--- config.mk ---
export PLATFORM = sky130hd
export DESIGN_NAME = prescaled_oversampling_averager_top
export DESIGN_NICKNAME = d
export VERILOG_FILES = /design/src/rtl/core/poa_pkg.sv /design/src/rtl/core/poa_ram.sv /design/src/rtl/core/poa_div.sv /design/src/rtl/core/prescaled_oversampling_averager_top.sv
export SDC_FILE = /design/constraint.sdc
export NUM_CORES = 1
export LEC_CHECK = 0
export BUFFER_PORTS_ARGS = -buffer_cell sky130_fd_sc_hd__buf_2
export CAP_MARGIN = 20
export CORE_UTILIZATION = 63
export DETAILED_ROUTE_END_ITERATION = 10
export PLACE_DENSITY_LB_ADDON = 0.1
export SYNTH_ARGS = -nofsm -noshare
export SYNTH_HDL_FRONTEND = slang
export SYNTH_HIERARCHICAL = 1
export SYNTH_SLANG_ARGS = --single-unit
--- constraint.sdc ---
create_clock -name clk -period 6.44 [get_ports clk]
set_input_delay 1.288 -clock clk [delete_from_list [all_inputs] [get_ports clk]]
set_output_delay 1.288 -clock clk [all_outputs]
set_load 0.05 [all_outputs]
--- src/rtl/core/poa_pkg.sv ---
// Shared types and constants for the prescaled oversampling averager.
// Used by the top level, the divider, the port checker and the testbench.
// No dependencies.
package poa_pkg;

	localparam int SAMPLE_W     = 32;
	localparam int OVS_W        = 4;
	localparam int PRESCALE_W   = 12;
	localparam int CFG_ADDR_W   = 1;
	localparam int CFG_DATA_W   = 12;
	localparam int STORE_DEPTH  = 16;
	localparam int STORE_ADDR_W = 4;
	// sum of up to sixteen 32-bit samples
	localparam int SUM_W        = 36;
	// divisor is oversample_extra + 1, at most sixteen
	localparam int DIVISOR_W    = 5;
	// two quotient bits per cycle
	localparam int DIV_STEPS    = SUM_W / 2;
	localparam int DIV_CNT_W    = 5;

	localparam logic [OVS_W-1:0]      MAX_OVERSAMPLE = 4'd15;
	localparam logic [PRESCALE_W-1:0] MAX_PRESCALE   = 12'd4095;

	localparam logic [CFG_ADDR_W-1:0] REG_OVERSAMPLE = 1'b0;
	localparam logic [CFG_ADDR_W-1:0] REG_PRESCALE   = 1'b1;

	typedef enum logic [1:0] {
		ACT_NONE     = 2'd0,
		ACT_PRESCALE = 2'd1,
		ACT_SAMPLE   = 2'd2,
		ACT_OUTPUT   = 2'd3
	} action_t;

endpackage

--- src/rtl/core/poa_ram.sv ---
// Generic simple dual-port RAM: one write port, one read port with registered data.
// No dependencies.
module poa_ram #(
	parameter int WIDTH = 32,
	parameter int DEPTH = 16
) (
	input  logic                     clk,
	input  logic                     we,
	input  logic [$clog2(DEPTH)-1:0] waddr,
	input  logic [WIDTH-1:0]         wdata,
	input  logic [$clog2(DEPTH)-1:0] raddr,
	output logic [WIDTH-1:0]         rdata
);

	logic [WIDTH-1:0] mem_q [DEPTH];

	always_ff @(posedge clk) begin
		if (we) begin
			mem_q[waddr] <= wdata;
		end
		rdata <= mem_q[raddr];
	end

endmodule

--- src/rtl/core/poa_div.sv ---
// Iterative signed-by-unsigned divider, two quotient bits per cycle, truncating toward zero.
// Depends on poa_pkg.
module poa_div (
	input  logic                                 clk,
	input  logic                                 arst_n,
	input  logic                                 start,
	input  logic signed [poa_pkg::SUM_W-1:0]     dividend,
	input  logic [poa_pkg::DIVISOR_W-1:0]        divisor,
	output logic                                 done,
	output logic signed [poa_pkg::SAMPLE_W-1:0]  quotient
);

	logic                              busy_q;
	logic                              done_q;
	logic                              neg_q;
	logic [poa_pkg::DIV_CNT_W-1:0]     cnt_q;
	logic [poa_pkg::SUM_W-1:0]         mag_q;
	logic [poa_pkg::DIVISOR_W-2:0]     rem_q;
	logic [poa_pkg::DIVISOR_W-1:0]     d_q;

	logic [poa_pkg::DIVISOR_W-1:0]     r1, r2;
	logic                              ge1, ge2;
	logic [poa_pkg::DIVISOR_W-2:0]     rem1, rem2;
	logic [poa_pkg::SUM_W-1:0]         signed_q;

	always_comb begin
		r1   = {rem_q, mag_q[poa_pkg::SUM_W-1]};
		ge1  = (r1 >= d_q);
		rem1 = ge1 ? 4'(r1 - d_q) : r1[poa_pkg::DIVISOR_W-2:0];
		r2   = {rem1, mag_q[poa_pkg::SUM_W-2]};
		ge2  = (r2 >= d_q);
		rem2 = ge2 ? 4'(r2 - d_q) : r2[poa_pkg::DIVISOR_W-2:0];
	end

	always_ff @(posedge clk or negedge arst_n) begin
		if (!arst_n) begin
			busy_q <= 1'b0;
			done_q <= 1'b0;
			neg_q  <= 1'b0;
			cnt_q  <= '0;
			mag_q  <= '0;
			rem_q  <= '0;
			d_q    <= '0;
		end else begin
			done_q <= 1'b0;
			if (start) begin
				busy_q <= 1'b1;
				neg_q  <= dividend[poa_pkg::SUM_W-1];
				mag_q  <= dividend[poa_pkg::SUM_W-1] ? 36'(-dividend) : 36'(dividend);
				rem_q  <= '0;
				d_q    <= divisor;
				cnt_q  <= 5'(poa_pkg::DIV_STEPS);
			end else if (busy_q) begin
				mag_q <= {mag_q[poa_pkg::SUM_W-3:0], ge1, ge2};
				rem_q <= rem2;
				cnt_q <= cnt_q - 5'd1;
				if (cnt_q == 5'd1) begin
					busy_q <= 1'b0;
					done_q <= 1'b1;
				end
			end
		end
	end

	assign signed_q = neg_q ? (~mag_q + 36'd1) : mag_q;
	assign quotient = signed_q[poa_pkg::SAMPLE_W-1:0];
	assign done     = done_q;

endmodule

--- src/rtl/core/prescaled_oversampling_averager_top.sv ---
// Top level of the prescaled oversampling averager.
// Depends on poa_pkg, poa_ram and poa_div.
//
// Usage: every request on the s_axis channel is one tick with a signed 32-bit
// sample. Each tick yields exactly one result on m_axis: tuser carries the
// tick action (none, prescale, sample, sample and output) and tdata the
// truncated mean of the first oversample_extra+1 stored samples, zero unless
// the action is sample and output.
// Configuration: cfg_we with cfg_addr 0 writes oversample_extra, 1 writes
// prescale_ticks; either write clears both down-counters. Write only while idle.
// Path from accept to result valid:
//   none / prescale / sample tick: straight to the output register
//   output tick: one store read per cycle for the sum over the entries, then
//   the radix-4 divider, then the output register
//   the first sampling tick after reset first fills every store entry
// One tick is in flight at a time; s_axis_tready is high only when idle.
// A finished result sits in the output register, so the next tick is taken
// while the receiver stalls; a second result waits until the first is taken.
// Reset clears registers, counters and the primed flag; store contents stay
// undefined until the first sample fills every entry.
module prescaled_oversampling_averager_top (
	input  logic                                clk,
	input  logic                                arst_n,
	input  logic                                s_axis_tvalid,
	output logic                                s_axis_tready,
	input  logic [31:0]                         s_axis_tdata,  // [31:0] sample
	output logic                                m_axis_tvalid,
	input  logic                                m_axis_tready,
	output logic [31:0]                         m_axis_tdata,  // [31:0] average
	output logic [1:0]                          m_axis_tuser,  // [1:0] tick_action
	input  logic                                cfg_we,
	input  logic [poa_pkg::CFG_ADDR_W-1:0]      cfg_addr,
	input  logic [poa_pkg::CFG_DATA_W-1:0]      cfg_wdata
);

	typedef enum logic [2:0] {
		ST_IDLE,
		ST_FILL,
		ST_SUM,
		ST_SUMLAST,
		ST_DIVGO,
		ST_DIVWAIT,
		ST_EMIT
	} state_t;

	state_t                                state_q;
	logic [poa_pkg::OVS_W-1:0]             ovs_extra_q;
	logic [poa_pkg::PRESCALE_W-1:0]        prescale_ticks_q;
	logic [poa_pkg::PRESCALE_W-1:0]        prescale_cnt_q;
	logic [poa_pkg::OVS_W-1:0]             ovs_cnt_q;
	logic                                  primed_q;
	poa_pkg::action_t                      act_q;
	logic [poa_pkg::SAMPLE_W-1:0]          sample_q;
	logic [poa_pkg::STORE_ADDR_W-1:0]      idx_q;
	logic                                  rd_pend_s1;
	logic signed [poa_pkg::SUM_W-1:0]      acc_q;
	logic signed [poa_pkg::SAMPLE_W-1:0]   avg_q;
	logic                                  out_valid_q;
	poa_pkg::action_t                      out_act_q;
	logic [poa_pkg::SAMPLE_W-1:0]          out_avg_q;

	poa_pkg::action_t                      act_in;
	logic                                  accept;
	logic                                  sampling;
	logic                                  ram_we;
	logic [poa_pkg::STORE_ADDR_W-1:0]      ram_waddr;
	logic [poa_pkg::SAMPLE_W-1:0]          ram_wdata;
	logic [poa_pkg::SAMPLE_W-1:0]          ram_rdata;
	logic                                  div_done;
	logic signed [poa_pkg::SAMPLE_W-1:0]   div_quot;
	logic [poa_pkg::DIVISOR_W-1:0]         divisor;
	logic [poa_pkg::OVS_W-1:0]             ovs_wr;
	logic [poa_pkg::PRESCALE_W-1:0]        prescale_wr;
	logic                                  out_free;

	assign s_axis_tready = (state_q == ST_IDLE);
	assign accept        = s_axis_tvalid && s_axis_tready;
	assign out_free      = !out_valid_q || m_axis_tready;
	assign divisor       = {1'b0, ovs_extra_q} + 5'd1;

	always_comb begin
		if (prescale_ticks_q == '0) begin
			act_in = poa_pkg::ACT_NONE;
		end else if (prescale_cnt_q != '0) begin
			act_in = poa_pkg::ACT_PRESCALE;
		end else if (ovs_cnt_q != '0) begin
			act_in = poa_pkg::ACT_SAMPLE;
		end else begin
			act_in = poa_pkg::ACT_OUTPUT;
		end
		sampling = (act_in == poa_pkg::ACT_SAMPLE) || (act_in == poa_pkg::ACT_OUTPUT);
	end

	// register write values: oversample_extra takes the low four data bits, so neither clamp to the maximum applies
	assign ovs_wr      = (cfg_wdata[poa_pkg::OVS_W-1:0] > poa_pkg::MAX_OVERSAMPLE)
	                     ? poa_pkg::MAX_OVERSAMPLE : cfg_wdata[poa_pkg::OVS_W-1:0];
	assign prescale_wr = (cfg_wdata > poa_pkg::MAX_PRESCALE) ? poa_pkg::MAX_PRESCALE : cfg_wdata;

	// primed store takes the sample at the counter slot on accept; otherwise the fill sweep
	always_comb begin
		if (state_q == ST_FILL) begin
			ram_we    = 1'b1;
			ram_waddr = idx_q;
			ram_wdata = sample_q;
		end else begin
			ram_we    = accept && sampling && primed_q;
			ram_waddr = ovs_cnt_q;
			ram_wdata = s_axis_tdata;
		end
	end

	poa_ram #(
		.WIDTH (poa_pkg::SAMPLE_W),
		.DEPTH (poa_pkg::STORE_DEPTH)
	) u_store (
		.clk   (clk),
		.we    (ram_we),
		.waddr (ram_waddr),
		.wdata (ram_wdata),
		.raddr (idx_q),
		.rdata (ram_rdata)
	);

	poa_div u_div (
		.clk      (clk),
		.arst_n   (arst_n),
		.start    (state_q == ST_DIVGO),
		.dividend (acc_q),
		.divisor  (divisor),
		.done     (div_done),
		.quotient (div_quot)
	);

	always_ff @(posedge clk or negedge arst_n) begin
		if (!arst_n) begin
			state_q          <= ST_IDLE;
			ovs_extra_q      <= '0;
			prescale_ticks_q <= '0;
			prescale_cnt_q   <= '0;
			ovs_cnt_q        <= '0;
			primed_q         <= 1'b0;
			act_q            <= poa_pkg::ACT_NONE;
			sample_q         <= '0;
			idx_q            <= '0;
			rd_pend_s1       <= 1'b0;
			acc_q            <= '0;
			avg_q            <= '0;
			out_valid_q      <= 1'b0;
			out_act_q        <= poa_pkg::ACT_NONE;
			out_avg_q        <= '0;
		end else begin
			rd_pend_s1 <= (state_q == ST_SUM);
			if (rd_pend_s1) begin
				acc_q <= acc_q + {{(poa_pkg::SUM_W-poa_pkg::SAMPLE_W){ram_rdata[31]}}, ram_rdata};
			end
			if (out_valid_q && m_axis_tready) begin
				out_valid_q <= 1'b0;
			end

			if (cfg_we) begin
				unique case (cfg_addr)
					poa_pkg::REG_OVERSAMPLE: ovs_extra_q      <= ovs_wr;
					poa_pkg::REG_PRESCALE:   prescale_ticks_q <= prescale_wr;
					default: ;
				endcase
				prescale_cnt_q <= '0;
				ovs_cnt_q      <= '0;
			end

			unique case (state_q)
				ST_IDLE: begin
					if (accept) begin
						act_q    <= act_in;
						sample_q <= s_axis_tdata;
						idx_q    <= '0;
						acc_q    <= '0;
						state_q  <= ST_EMIT;
						unique case (act_in)
							poa_pkg::ACT_NONE: begin
								prescale_cnt_q <= '0;
								ovs_cnt_q      <= '0;
							end
							poa_pkg::ACT_PRESCALE: begin
								prescale_cnt_q <= prescale_cnt_q - 12'd1;
							end
							default: begin
								prescale_cnt_q <= prescale_ticks_q - 12'd1;
								ovs_cnt_q      <= (ovs_cnt_q != '0) ? ovs_cnt_q - 4'd1 : ovs_extra_q;
								if (!primed_q) begin
									state_q <= ST_FILL;
								end else if (act_in == poa_pkg::ACT_OUTPUT) begin
									state_q <= ST_SUM;
								end
							end
						endcase
					end
				end
				ST_FILL: begin
					idx_q <= idx_q + 4'd1;
					if (idx_q == 4'(poa_pkg::STORE_DEPTH - 1)) begin
						primed_q <= 1'b1;
						state_q  <= (act_q == poa_pkg::ACT_OUTPUT) ? ST_SUM : ST_EMIT;
					end
				end
				ST_SUM: begin
					// issue one store read per cycle over entries 0..oversample_extra
					idx_q <= idx_q + 4'd1;
					if (idx_q == ovs_extra_q) begin
						state_q <= ST_SUMLAST;
					end
				end
				ST_SUMLAST: begin
					state_q <= ST_DIVGO;
				end
				ST_DIVGO: begin
					state_q <= ST_DIVWAIT;
				end
				ST_DIVWAIT: begin
					if (div_done) begin
						avg_q   <= div_quot;
						state_q <= ST_EMIT;
					end
				end
				ST_EMIT: begin
					if (out_free) begin
						out_valid_q <= 1'b1;
						out_act_q   <= act_q;
						out_avg_q   <= (act_q == poa_pkg::ACT_OUTPUT) ? avg_q : '0;
						state_q     <= ST_IDLE;
					end
				end
				default: state_q <= ST_IDLE;
			endcase
		end
	end

	assign m_axis_tvalid = out_valid_q;
	assign m_axis_tdata  = out_avg_q;
	assign m_axis_tuser  = out_act_q;

endmodule

==> impl_metrics.json <==
{
  "worst-path-max-fanout": 30,
  "synthTopCellsByArea": "edfxtp_1, dfrtp_1, mux4_2",
  "grt_antenna_before_repair": 0,
  "multi_input_area_um2": 11700,
  "vias": 20400,
  "dr.pass1.iters": 6,
  "ys.flop_type": "edfxtp_1",
  "maxSlewHeadroom": 0.341,
  "report.final.setup_viol": 0,
  "maxCapViolations": 0,
  "fin_cells": 3217,
  "portBuffers": 85,
  "drive_gt1_frac": 0.202,
  "grt_max_degree": 130,
  "r2r_slack_ns": 2.56,
  "synth_nets": 2498,
  "ant_nets": 0,
  "clock_path_buffers": 3,
  "ys_seq_area_frac": 0.641,
  "grt_usage": 0.280,
  "design_area_um2": 38000,
  "gp_routability_congestion": 0.902,
  "slowest_stage": "dfrtp_1",
  "hold_path_depth": 2,
  "max_freq_ghz": 0.257,
  "synth_async_sr_flop_share": 0.298,
  "ir_worst_vdd_mv": 0.471,
  "nets": 2570,
  "cts_tree": "done",
  "rows": 84,
  "setup-tns-final_ns": 0,
  "layout_common_cells": "edfxtp_1, nand2_1, dfrtp_1, mux4_2, o21ai_0",
  "synth_edf_count": 512,
  "reg2reg_from": "state_q[0]",
  "die_area_um2": 54900,
  "hp-class": "reg -> reg",
  "ys_types": 81,
  "hold_end": "sample_q[21]",
  "antennaDiodeCount": 0,
  "clk_latency_ns": 0.63,
  "die_y_um": 234,
  "slew_violations": 0,
  "drcViolationCount": 0,
  "start_kind": "flop",
  "netlist_instances": 2392,
  "period_minus_slack_ns": 3.88,
  "r2r_end": "u_store/mem_q[11][2]",
  "hold_viol": 0,
  "final_common_cell": "edfxtp_1",
  "fp.dieW_um": 234,
  "synth.avg_cell_area_um2": 14.2,
  "cp.required_ns": 6.76,
  "core_area_um2": 53000,
  "routedWlPerCell_um": 23.3,
  "hold_buffers": 0,
  "initial_core_util": 0.642,
  "placed_area_um2": 35200,
  "cts_resized": 0,
  "path_cells": "nand2b_1 > nor2_4 > buf_4 > nand2_1 > o21ai_0 > nand2_1 > nor2_4 > buf_12",
  "min-delay-start": "sample_q[21]",
  "place_inst": 3067,
  "cts_buffers": 79,
  "yosys_warnings": 6,
  "avgViaCountPerCell": 6.35,
  "cts_setup_buffers": 0,
  "wirelength_um": 74800,
  "register_area_um2": 21800,
  "status": "finished, final reports clean",
  "cp_top_family": "simple AND/OR/NAND/NOR gates",
  "fin_crit_sh": 0.603,
  "critPathKind": "reg -> reg",
  "leakagePower_nw": 14.0,
  "reg2reg_depth": 8,
  "worst_path_largest_cell_delay_ns": 0.58,
  "syn_area_um2": 34000,
  "clock-sinks": 775,
  "clk_pin_slew_ns": 0.06,
  "end_kind": "flop",
  "dp_hpwl_um": 45000,
  "netlist.area_leader.share": 0.452,
  "finalClockSkew_ns": 0.0195,
  "total_power_w": 0.0192,
  "power.density_nw_per_um2": 506,
  "crit_arrival_ns": 4.20,
  "fill_cells": 3363,
  "drt_iter0_drc": 1897,
  "grt-ovfl-total": 0,
  "timing.critical_path.buf_inv": 2,
  "worst_slew_pin_slew_ns": 0.978,
  "synth.largest_area_cell": "edfxtp_1",
  "io_pins": 86,
  "syn2layout_area_growth_pct": 11.6,
  "synth-seq-cells": 775,
  "rsz0062_at_grt": "false",
  "grt_pass1_wl_um": 116000,
  "cts-root-buf": "clkbuf_16",
  "cts_max_level": 3,
  "grt_pass1_vias": 20400
}
-- kinds of logic after synthesis --
logic type	synth area share
buffers and inverters	0.0193
AOI/OAI and AO/OA	0.0824
xor gates and xnor gates	0.0270
muxes	0.124
DFF	0.641
adders and majority gates	0.0213
and+or+nand+nor	0.0855
-- worst max path at each step --
stage | startpoint | end | slack [ns] | cells past startpoint
after floorplan | state_q[2] | u_store/mem_q[0][0] | 0.55 | 9
after global placement | s_axis_tvalid | u_store/mem_q[2][10] | 2.22 | 7
after detailed placement | s_axis_tvalid | u_store/mem_q[1][10] | 2.16 | 7
after CTS | state_q[0] | u_store/mem_q[3][29] | 2.24 | 7
after global routing | state_q[0] | u_store/mem_q[15][13] | 2.30 | 8
final | state_q[0] | u_store/mem_q[11][2] | 2.56 | 8
-- cell usage after synthesis, drive strengths merged (16+ instances only) --
master and count:
nor2 100, dfrtp 231, o31ai 27, xor2 46, inv 29, edfxtp 512
a21oi 81, nand2 297, xnor2 59, or3 24, mux4 128, nor2b 36
a22oi 68, mux2 91, mux2i 31, a211oi 34, nand2b 20, nor3 31
o41ai 16, nor4 19, dfxtp 32, ha 53, buf 45, nand3 30
o21ai 120, clkbuf 84
-- state kept, by name, summed over array words and instances, names as in the netlist, 2 cells and up --
signal,count
acc_q,36
act_q,2
avg_q,32
idx_q,4
m_axis_tdata,32
m_axis_tuser,2
ovs_cnt_q,4
ovs_extra_q,4
prescale_cnt_q,12
prescale_ticks_q,12
sample_q,32
state_q,3
u_div/cnt_q,5
u_div/d_q,5
u_div/mag_q,36
u_div/rem_q,4
u_store/mem_q,512
u_store/rdata,32
-- per-stage QoR --
stage,utilization,hold WS [ns],setup slack [ns]
after floorplan,-,0.440,0.551
after global placement,0.664,0.451,2.22
after detailed placement,0.665,0.457,2.16
after CTS,0.715,0.473,2.24
after global routing,0.717,0.494,2.30
final,0.717,0.468,2.56
-- worst reg2reg max path: stages, from the launching register on --
cell and delay (ns):
dfrtp_1 0.58, nand2b_1 0.20, nor2_4 0.47, buf_4 0.50, nand2_1 0.10, o21ai_0 0.41, nand2_1 0.50, nor2_4 0.54
buf_12 0.27
-- layout make-up --
type | count | area share
Sequential cell | 775 | 0.574
Multi-Input combinational cell | 1458 | 0.308
Clock buffer | 109 | 0.0590
Tap cell | 688 | 0.0227
Timing Repair Buffer | 120 | 0.0220
Clock inverter | 37 | 0.0108
Inverter | 30 | 0.00297
-- where the power goes --
| group | internal [W] | switching, W |
|---|---|---|
| Sequential | 0.00637 | 0.000874 |
| Clock | 0.00274 | 0.00192 |
| Combinational | 0.00308 | 0.00422 |
| Total | 0.0122 | 0.00701 |
-- routing by layer --
metal | up-vias | GRT usage | wire [µm]
li1 | 9275 | - | -
met1 | 10300 | 0.369 | 30300
met2 | 688 | 0.468 | 37400
met3 | 173 | 0.0499 | 4530
met4 | 0 | 0.108 | 2650
met5 | - | 0 | 0
Power figures use the tool's default switching activity.
